`config.mk`:
```
export PLATFORM = sky130hd
export DESIGN_NAME = vad_cordic_cell
export DESIGN_NICKNAME = d
export VERILOG_FILES = /design/src/rtl/assert_macros.svh /design/src/rtl/vad_pkg.sv /design/src/rtl/vad_cordic_cell.sv
export SDC_FILE = /design/constraint.sdc
export NUM_CORES = 1
export LEC_CHECK = 0
export BUFFER_PORTS_ARGS = -buffer_cell sky130_fd_sc_hd__buf_4
export CORE_ASPECT_RATIO = 1.1
export CORE_MARGIN = 2
export CORE_UTILIZATION = 57
export CTS_CLUSTER_DIAMETER = 100
export DETAILED_ROUTE_END_ITERATION = 12
export GPL_TIMING_DRIVEN = 0
export PLACE_DENSITY = 0.8
export SLEW_MARGIN = 20
export SYNTH_ARGS = -nofsm -noshare
export SYNTH_HDL_FRONTEND = slang
export SYNTH_SLANG_ARGS = --single-unit
export TNS_END_PERCENT = 5
```
`constraint.sdc`:
```
create_clock -name clk -period 4.7 [get_ports clk]
set_input_delay 0.705 -clock clk [delete_from_list [all_inputs] [get_ports clk]]
set_output_delay 0.705 -clock clk [all_outputs]
set_load 0.02 [all_outputs]
```
`src/rtl/assert_macros.svh`:
```
// Assertion macros shared by the angle pipeline RTL.
// Expects signals named clk and arst_n in the scope of each use.
`ifndef ASSERT_MACROS_SVH
`define ASSERT_MACROS_SVH
`ifndef SYNTHESIS
`define VAD_ASSERT(lbl, prop) \
	lbl: assert property (@(posedge clk) disable iff (!arst_n) (prop)) \
		else $error("assertion failed");
`define VAD_ASSERT_IMP(lbl, ante, cons) \
	lbl: assert property (@(posedge clk) disable iff (!arst_n) (ante) |-> (cons)) \
		else $error("implication failed");
`else
`define VAD_ASSERT(lbl, prop)
`define VAD_ASSERT_IMP(lbl, ante, cons)
`endif
`endif

```
`src/rtl/vad_pkg.sv`:
```
// Shared constants, data types and the arctangent table for the angle pipeline.
// No dependencies.
`default_nettype none
package vad_pkg;
	// Width of the CORDIC x and y legs; ZW is the width of the angle accumulator.
	localparam int CW = 36;
	localparam int ZW = 33;
	localparam int SQRT_STEPS = 32;
	localparam int CORDIC_STEPS = 31;

	localparam logic [31:0] PI_Q30 = 32'd3373259426;
	localparam logic signed [ZW-1:0] HALF_PI_Q30 = 33'sd1686629713;
	localparam logic [31:0] DEG64_PER_RAD_Q20 = 32'd3845054675;
	localparam logic [13:0] MAX_ANGLE = 14'd11520;

	// Data handed from one square root cell to the next.
	typedef struct packed {
		logic [63:0] rem;
		logic [63:0] root;
		logic signed [CW-1:0] xs;
		logic neg;
		logic zero;
	} sqrt_data_t;

	// Data handed from one CORDIC cell to the next.
	typedef struct packed {
		logic signed [CW-1:0] x;
		logic signed [CW-1:0] y;
		logic signed [ZW-1:0] z;
		logic neg;
		logic zero;
	} cordic_data_t;

	// atan(2^-i) in radians, Q2.30; small angles are 2^(30-i).
	function automatic logic signed [ZW-1:0] atan_step(input int idx);
		case (idx)
			0: atan_step = 33'sd843314856;
			1: atan_step = 33'sd497837829;
			2: atan_step = 33'sd263043836;
			3: atan_step = 33'sd133525158;
			4: atan_step = 33'sd67021686;
			5: atan_step = 33'sd33543515;
			6: atan_step = 33'sd16775850;
			7: atan_step = 33'sd8388437;
			8: atan_step = 33'sd4194282;
			9: atan_step = 33'sd2097149;
			10: atan_step = 33'sd1048575;
			default: atan_step = ZW'(1) << (30 - idx);
		endcase
	endfunction
endpackage
`default_nettype wire

```
`src/rtl/vad_cordic_cell.sv`:
```
// One vectoring-mode CORDIC rotation, as a pipeline cell.
// Depends on vad_pkg.
`default_nettype none
module vad_cordic_cell import vad_pkg::*; #(
	parameter int IDX = 0
) (
	input  wire logic         clk,
	input  wire logic         arst_n,
	input  wire logic         in_valid,
	output logic              in_ready,
	input  wire cordic_data_t in_data,
	output logic              out_valid,
	input  wire logic         out_ready,
	output cordic_data_t      out_data
);
	localparam logic signed [ZW-1:0] STEP_ANGLE = atan_step(IDX);

	logic                 v_q;
	cordic_data_t         d_q;
	cordic_data_t         nxt;
	logic signed [CW-1:0] xi;
	logic signed [CW-1:0] yi;
	logic signed [CW-1:0] dx;
	logic signed [CW-1:0] dy;

	assign in_ready = !v_q || out_ready;
	assign out_valid = v_q;
	assign out_data = d_q;

	// Rotate toward the x axis; the sign of y picks the direction.
	always_comb begin
		xi = in_data.x;
		yi = in_data.y;
		dx = yi >>> IDX;
		dy = xi >>> IDX;
		nxt = in_data;
		if (!yi[CW-1] && (yi != '0)) begin
			nxt.x = xi + dx;
			nxt.y = yi - dy;
			nxt.z = in_data.z + STEP_ANGLE;
		end else begin
			nxt.x = xi - dx;
			nxt.y = yi + dy;
			nxt.z = in_data.z - STEP_ANGLE;
		end
	end

	always_ff @(posedge clk or negedge arst_n) begin
		if (!arst_n) begin
			v_q <= 1'b0;
		end else if (in_ready) begin
			v_q <= in_valid;
		end
	end

	always_ff @(posedge clk) begin
		if (in_ready && in_valid) begin
			d_q <= nxt;
		end
	end
endmodule
`default_nettype wire
```
==> metrics.csv <==
metric,value,unit
"Net Count, Synth",1510,
clock slew at reported path FFs,0.09,ns
"Distinct cells, synth",83,
ANT nets after route,0,
Congestion Overflow GR,0,
GRT Resource Usage Total,35.8,%
vias in the first global route,10500,
first-pass GRT wire length,55800,µm
Hold Fails Final Rpt,0,
final period utilization,96.6,%
Seq pwr share,34.3,%
drt initial violations,1322,
clock latency on the worst-skew pair,0.37,ns
final estimated routing congestion in global placement,0.984,
Hold Crit Class,input pin to async pin,
Mapped Area,10900,µm²
Critical Path End Type,flip-flop,
post-synth top area share,29.2,%
count of flip-flops with a built-in enable after synthesis,106,
initial core utilization,57.5,%
drt wl/cell,21.3,µm
diode count,0,
largest net degree at the start of global routing,42,
setup TNS,0,ns
cell area power density,272,nW/µm²
max_slew headroom,39.1,%
die area,20300,µm²
synth cell count leaders,"a21oi_1, ha_1, edfxtp_1",
CTS hold repair buffers,0,
Layout Area Growth over Synthesis,22.3,%
DRC violations left,0,
min Tclk post-route,4.54,ns
Worst-Margin Slew,0.914,ns
Crit Path Max Fanout,23,
# IOs,220,
Gate Count Post-Synth,1262,
Switch Pwr,1.42,mW
"Slew Viols, Final",0,
Post-Layout Cell Count,1747,
"Async S/R FF share, synth",0.935,%
largest cells by area after synthesis,"edfxtp_1, ha_1, xnor2_1, a21oi_1, o21ai_0",
max-capacitance violation count,0,
"Avg Cell Area, Syn",8.64,µm²
"area leader, netlist",edfxtp_1,
Critical Path AT,4.67,ns
dpl cells,1730,
FF-to-FF Start,out_valid,
Placeable Area,19000,µm²
clock share of power,21.9,%
Sink Count,107,
num rows,53,
post-synthesis sequential area ratio,29.4,%
chip width,136,µm
ys flop type,edfxtp_1,
Detailed Routing Iterations Pass 1,6,
hpwl dp,29400,µm
LEAKAGE,5.86,nW
drt via density,6.35,
outcome,finished clean,
origin of the worst setup path,in_data[40],
Post-Route WL,37300,µm
DIE HEIGHT,149,µm
via count,11100,
clock skew,0.0102,ns
endpoints failing setup,0,
Int Pwr,2.22,mW
"Warnings, synthesis",0,
power share of the combinational group,43.8,%
Peak Freq,0.220,GHz
Peak VDD IR,0.191,mV
most common cell in the netlist,a21oi_1,
initial antenna violation count,0,
layout cells sized above 1,20.1,%
H-tree levels,3,
Root Driver,clkbuf_16,
total CTS buffers,9,
number of port buffers,219,
nets@finish,1743,
crit path kind,input pin to flip-flop,
Yosys reg bits,107,
critical path required time,4.83,ns
deepest clock path buffer count,2,
sw frac,39.0,%
Setup crit start kind,input pin,
CTS tree,done,
-- through the flow --
stage          worst slack (ns)  utilization [%]  cell area, µm²  hold slack, ns  total power [mW]
3_5_place_dp              -1.38             68.0           12900           0.484              2.80
2_1_floorplan             0.146                -           10900           0.409              2.26
6_report                  0.159             70.3           13300          0.0884              3.63
4_1_cts                 0.00386             70.0           13300          0.0795              3.60
3_3_place_gp              -1.94             67.8           12900           0.480              2.77
5_1_grt                -0.00147             70.3           13300          0.0813              3.78
-- logic make-up after synthesis --
family                     count (synthesis)  share of synthesized area, %
AOI/OAI and AO/OA                        432                          25.8
and+or+nand+nor                          322                          14.5
buffers and inverters                    159                          5.73
adders and majority gates                137                          16.0
DFF                                      107                          29.4
xor gates and xnor gates                  96                          7.71
muxes                                      9                         0.826
-- layout make-up --
cell class	instances	area [µm²]
multi-input combinational	996	7170
inverter	109	412
sequential	107	3210
clock buffer	9	225
clock inverter	7	80.1
timing repair buffer	222	1690
tap	247	309
fill	1566	5630
buffer	50	239
-- critical path, cell delays in order --
cell and delay (ns):
buf_4 0.14, nor4_4 0.37, nand4_1 0.23, nor2_2 0.20, a41oi_4 0.22, buf_4 0.27, buf_4 0.26, ha_2 0.35
a2111oi_2 0.39, nand2b_1 0.17, a22oi_2 0.28, o211ai_1 0.21, a41o_1 0.30, a221o_1 0.31, a21oi_1 0.18, xnor2_1 0.08
-- flip-flops by register name (all words and copies together), names as in the netlist --
signal / count
out_data: 106
out_valid: 1
-- final timing paths --
path | slack [ns] | end | cells after the start
min reg2reg | 0.59 | out_valid | 2
min in group clk | 0.50 | out_data[4] | 1
min | 0.09 | out_valid | 1
max reg2reg | 3.07 | out_data[48] | 3
max in group asynchronous | 4.53 | out_valid | 1
max | 0.16 | out_data[34] | 16
-- power by group through the flow --
stage	clock network (mW)	logic [mW]	registers, mW
global route	0.835	1.69	1.26
floorplan	0	0.851	1.41
global placement	0	1.50	1.27
detailed placement	0	1.53	1.27
CTS	0.805	1.55	1.25
finish	0.796	1.59	1.25
-- metal layers --
metal / track usage, % / wire [µm] / up-vias / part of all wire [%]
li1: - / - / 5053 / -
met1: 46.3 / 14700 / 5164 / 39
met2: 58.7 / 17400 / 731 / 47
met3: 4.89 / 3410 / 137 / 9.1
met4: 17.9 / 1850 / 0 / 5.0
met5: 0 / 0 / - / 0
-- cell usage in the layout (no fill, tap or decap), types with 5 or more instances in the layout --
cell,count
ha_1,130
o31ai_1,13
or3_1,8
o21bai_1,20
and2_1,5
xor2_1,17
nand3_1,21
mux2i_1,9
o21ai_0,82
clkbuf_16,9
xnor2_1,79
edfxtp_1,106
a21o_1,48
nor4_1,12
o211ai_1,17
buf_1,6
nand2b_1,14
nor3_1,24
nor2b_1,17
a21oi_1,134
o21a_1,17
buf_4,225
nor2_1,104
inv_1,104
o21ai_1,9
clkbuf_1,25
and3_1,8
nand4_1,16
buf_2,13
a211oi_1,11
a31oi_1,20
nand2_1,65
-- what timing repair did --
action                                  4_1_cts  5_1_grt
endpoints found under the setup margin       21        5
pin swaps                                     0        3
setup buffers                                 0        1
resized for setup                            14       14
No activity file was read; power rests on OpenSTA's default activity.
