$ cat src/rtl/assert_macros.svh
// Assertion macros shared by the angle pipeline RTL.
// Expects signals named clk and arst_n in the scope of each use.
`ifndef ASSERT_MACROS_SVH
`define ASSERT_MACROS_SVH
`ifndef SYNTHESIS
`define VAD_ASSERT(lbl, prop) \
	lbl: assert property (@(posedge clk) disable iff (!arst_n) (prop)) \
		else $error("assertion failed");
`define VAD_ASSERT_IMP(lbl, ante, cons) \
	lbl: assert property (@(posedge clk) disable iff (!arst_n) (ante) |-> (cons)) \
		else $error("implication failed");
`else
`define VAD_ASSERT(lbl, prop)
`define VAD_ASSERT_IMP(lbl, ante, cons)
`endif
`endif

$ cat src/rtl/vad_pkg.sv
// Shared constants, data types and the arctangent table for the angle pipeline.
// No dependencies.
`default_nettype none
package vad_pkg;
	// Width of the CORDIC x and y legs; ZW is the width of the angle accumulator.
	localparam int CW = 36;
	localparam int ZW = 33;
	localparam int SQRT_STEPS = 32;
	localparam int CORDIC_STEPS = 31;

	localparam logic [31:0] PI_Q30 = 32'd3373259426;
	localparam logic signed [ZW-1:0] HALF_PI_Q30 = 33'sd1686629713;
	localparam logic [31:0] DEG64_PER_RAD_Q20 = 32'd3845054675;
	localparam logic [13:0] MAX_ANGLE = 14'd11520;

	// Data handed from one square root cell to the next.
	typedef struct packed {
		logic [63:0] rem;
		logic [63:0] root;
		logic signed [CW-1:0] xs;
		logic neg;
		logic zero;
	} sqrt_data_t;

	// Data handed from one CORDIC cell to the next.
	typedef struct packed {
		logic signed [CW-1:0] x;
		logic signed [CW-1:0] y;
		logic signed [ZW-1:0] z;
		logic neg;
		logic zero;
	} cordic_data_t;

	// atan(2^-i) in radians, Q2.30; small angles are 2^(30-i).
	function automatic logic signed [ZW-1:0] atan_step(input int idx);
		case (idx)
			0: atan_step = 33'sd843314856;
			1: atan_step = 33'sd497837829;
			2: atan_step = 33'sd263043836;
			3: atan_step = 33'sd133525158;
			4: atan_step = 33'sd67021686;
			5: atan_step = 33'sd33543515;
			6: atan_step = 33'sd16775850;
			7: atan_step = 33'sd8388437;
			8: atan_step = 33'sd4194282;
			9: atan_step = 33'sd2097149;
			10: atan_step = 33'sd1048575;
			default: atan_step = ZW'(1) << (30 - idx);
		endcase
	endfunction
endpackage
`default_nettype wire

$ cat src/rtl/vad_sqrt_cell.sv
// One bit of the digit-by-digit integer square root, as a pipeline cell.
// Depends on vad_pkg.
`default_nettype none
module vad_sqrt_cell import vad_pkg::*; #(
	parameter int STEP = 0
) (
	input  wire logic       clk,
	input  wire logic       arst_n,
	input  wire logic       in_valid,
	output logic            in_ready,
	input  wire sqrt_data_t in_data,
	output logic            out_valid,
	input  wire logic       out_ready,
	output sqrt_data_t      out_data
);
	localparam logic [63:0] BIT = 64'd1 << (62 - 2 * STEP);

	logic        v_q;
	sqrt_data_t  d_q;
	sqrt_data_t  nxt;
	logic [63:0] trial;

	assign in_ready = !v_q || out_ready;
	assign out_valid = v_q;
	assign out_data = d_q;

	// Try subtracting root plus the current bit from the remainder.
	always_comb begin
		nxt = in_data;
		trial = in_data.root + BIT;
		if (in_data.rem >= trial) begin
			nxt.rem = in_data.rem - trial;
			nxt.root = (in_data.root >> 1) + BIT;
		end else begin
			nxt.root = in_data.root >> 1;
		end
	end

	always_ff @(posedge clk or negedge arst_n) begin
		if (!arst_n) begin
			v_q <= 1'b0;
		end else if (in_ready) begin
			v_q <= in_valid;
		end
	end

	always_ff @(posedge clk) begin
		if (in_ready && in_valid) begin
			d_q <= nxt;
		end
	end
endmodule
`default_nettype wire

$ cat config.mk
export PLATFORM = sky130hd
export DESIGN_NAME = vad_sqrt_cell
export DESIGN_NICKNAME = d
export VERILOG_FILES = /design/src/rtl/assert_macros.svh /design/src/rtl/vad_pkg.sv /design/src/rtl/vad_sqrt_cell.sv
export SDC_FILE = /design/constraint.sdc
export NUM_CORES = 1
export LEC_CHECK = 0
export BUFFER_PORTS_ARGS = -buffer_cell sky130_fd_sc_hd__buf_4
export CORE_MARGIN = 2
export CORE_UTILIZATION = 33
export CTS_BUF_LIST = sky130_fd_sc_hd__clkbuf_2
export CTS_CLUSTER_SIZE = 12
export DETAILED_ROUTE_END_ITERATION = 10
export SLEW_MARGIN = 15
export SYNTH_ARGS = -nofsm -noshare
export SYNTH_HDL_FRONTEND = slang
export SYNTH_SLANG_ARGS = --single-unit
$ cat constraint.sdc
create_clock -name clk -period 7 [get_ports clk]
set_clock_uncertainty 0.1 [all_clocks]
set_input_delay 1.4 -clock clk [delete_from_list [all_inputs] [get_ports clk]]
set_output_delay 1.4 -clock clk [all_outputs]
set_load 0.1 [all_outputs]
==> results.md <==
* Slew headroom at between 30 and 40%
* # fillers at 2993
* Starting Density at 33.28%
* I/O Pins at around 340
* NumNets Final at 1569
* DIE HEIGHT at 179.2 µm
* Total track usage at 18.86%
* Power per Cell Area at ~240 nW/µm²
* Synth cell types at 66
* Antenna Nets Post-Route at 0
* Clk slew on worst S/H paths at 0.29 ns
* Max Slew Vio Count at 0
* Proportion of synthesized area in mux cells at 0.09885%
* Final hold violations at 0
* Reg-to-Reg Start: out_valid$_DFFE_PN0N_
* Synth Area in XOR/XNOR at 4.411%
* LEAKAGE at between 5 and 6 nW
* DRC violations left at 0
* Setup_tns at 0 ns
* Synth top area cells: edfxtp_1, ha_1, a21oi_1
* CTS tree: built
* VDD IR-drop max at 0.09406 mV
* Iter 0 DRT Violations at 525
* Final WS setup at 2.439 ns
* Mapped cell area at 10130 µm²
* Pre-antenna DRT Iters at 6
* CP Data Arrival Time at 5.17 ns
* Share of cells above drive strength 1 at 28.29%
* First-pass GRT wire length at 46330 µm
* FF/Latch Area at 5010 µm²
* Post-CTS Setup Inserts at 0
* Synth Area in Compound Gates at 19.23%
* Number of core rows at 64
* TritonCTS Buffers at 17
* Grt total ovfl at 0
* Overall die width at 179.2 µm
* Asr flop ratio synth at 0.5988%
* Endpoint class of the critical path: register
* Port bufs at around 340
* Die area at 32100 µm²
* Fin crit share at 65.16%
* Final Setup Violations at 0
* CTS Sinks at 167
* Vias per cell at 5.080
* Worst Setup SP: in_data[57]
* DP Worst Slack at 1.524 ns
* RSZ-0062 raised after global routing: false
* EDFF count, synth at 166
* Final Critical Period at 4.561 ns
* Critical path class: input pin to register
* Max-Cap Viols at 0
* Core area at 30430 µm²
* Resized Gates After CTS at 0
* Vias at between 8000 and 9000
* Multi-input gate area at 4613 µm²
* Status: finished, final reports clean
* Clock root buffer: clkbuf_2
* Ys Warns at 0
* Initial antenna violation count at 2
* Worst Max-Slew Pin Slew at approximately 1.0 ns
* Main synth FF type: edfxtp_1
* Post-detail-place hpwl at 24390 µm
* Wire per inst at 17.83 µm
* Adder-cell share of the synthesized area at 8.106%
* RD Place Congestion at 0.8565
* Clock Latency Late Sink at around 0.84 ns
* Hold crit path type: input pin to asynchronous set/reset pin
* Post-synthesis register bit count at 167
* Routed Wire Length at 31160 µm
* Area grow syn2layout at 31.22%
* Critical-path maximum fanout at 99
* CTS Hold Bufs at 0
* H-tree levels at 4
* Number of global-route vias before repair at 8580
* Largest area contributor in the netlist: edfxtp_1
* Post-synthesis simple-gate area fraction at 13.64%
* Sequential fraction of the synthesis area at 49.47%
* CTS max path bufs at 2
* Largest family of logic cells by synthesized area: compound AO/OA/AOI/OAI gates
* Yosys top cell area share at between 40 and 50%
* Mean post-synth cell area at 9.918 µm²
* Largest net degree at the start of global routing at between 100 and 150
* Cells after Synth at 1021
* CP Launch Type: input pin
* Syn nets at 1256
* Worst Path Required at 7.61 ns
* F_max at around 220 MHz
-- layer usage --
layer	global-route usage, %	vias up	share of wire (%)
li1	-	4379	-
met1	24.45	4134	44
met2	30.71	335	47
met3	5.450	26	7.8
met4	5.141	0	1.3
met5	0	-	0
-- report_power, final --
part,internal (mW),switching [mW],total [mW],leakage (nW)
registers,1.20,0.0201,1.22,1.59
clock network,0.244,0.397,0.642,0.167
logic,0.342,0.934,1.28,3.97
-- cell usage after synthesis (4+ instances only) --
master,count
o211ai_1,6
nor2_1,110
and2_1,5
nor2b_1,6
buf_2,12
a21o_1,36
o22ai_1,4
or3_1,4
edfxtp_1,166
nand3_1,13
a21oi_1,124
a211oi_1,10
clkbuf_1,27
ha_1,64
a221oi_1,4
and3_1,5
a31oi_1,10
xnor2_1,27
nand2b_1,7
xor2_1,24
nand4_1,26
o31ai_1,7
nor3_1,21
buf_4,5
nand2_1,81
o21ai_0,55
inv_1,80
o21bai_1,18
a21boi_0,5
o21a_1,6
and4_1,6
-- worst max-delay path, stage by stage --
cell	delay [ns]
buf_4	0.08
inv_1	0.03
ha_1	0.43
nand4_1	0.16
or4_4	0.57
or4_1	0.53
a21oi_1	0.19
nor3_1	0.11
a31oi_4	0.31
or2_4	0.87
o21ai_0	0.23
nor3_1	0.25
-- flip-flops by register name (all words and copies together), names as in the netlist --
name and flops:
out_data 166, out_valid 1
-- cells in the final DEF, fill, tap and decap left out, types with 13 or more instances in the layout --
master,synthesis,layout
buf_4,5,338
edfxtp_1,166,166
a21oi_1,124,124
nor2_1,110,109
nand2_1,81,81
inv_1,80,80
ha_1,64,64
o21ai_0,55,55
a21o_1,36,36
xnor2_1,27,27
nand4_1,26,26
xor2_1,24,24
nor3_1,21,21
o21bai_1,18,18
clkbuf_2,0,17
nand3_1,13,13
-- area by class of cell --
type | count | share of cell area [%]
Clock inverter | 15 | 1.629
Timing Repair Buffer | 339 | 19.25
Multi-Input combinational cell | 729 | 34.72
Antenna cell | 4 | 0.07533
Inverter | 80 | 2.260
Sequential cell | 167 | 37.70
Tap cell | 396 | 3.729
Clock buffer | 17 | 0.6403
-- through the flow --
| stage | util [%] | instances | cell area, µm² | hold WS [ns] | power [mW] |
|---|---|---|---|---|---|
| 3_3_place_gp | 42.64 | 1711 | 12980 | 0.4209 | 2.514 |
| 3_5_place_dp | 42.64 | 1711 | 12980 | 0.4591 | 2.522 |
| 6_report | 43.67 | 1747 | 13290 | 0.1689 | 3.142 |
| 2_1_floorplan | - | 1021 | 10130 | 1.004 | 2.208 |
| 4_1_cts | 43.63 | 1743 | 13280 | 0.06040 | 3.177 |
| 5_1_grt | 43.67 | 1747 | 13290 | 0.04360 | 3.295 |
-- cell families (layout without fill, tap and decap cells) --
family / after synthesis / count (layout)
fa+ha+maj: 65 / 65
other cells: 0 / 4
compound gates: 313 / 313
flops: 167 / 167
mux: 1 / 1
xor+xnor: 51 / 51
buf+inv: 125 / 451
simple gates: 299 / 299
-- path summary, 6_finish.rpt --
kind                       slack, ns                       to  depth (start not counted)
setup reg to reg                4.62  out_data[162]$_DFFE_PP_                          3
hold / removal                  0.17    out_valid$_DFFE_PN0N_                          1
max in group asynchronous       6.56    out_valid$_DFFE_PN0N_                          1
setup / recovery                2.44  out_data[158]$_DFFE_PP_                         12
min in group clk                0.51    out_valid$_DFFE_PN0N_                          2
hold reg to reg                 0.51    out_valid$_DFFE_PN0N_                          2
Power figures use the tool's default switching activity.
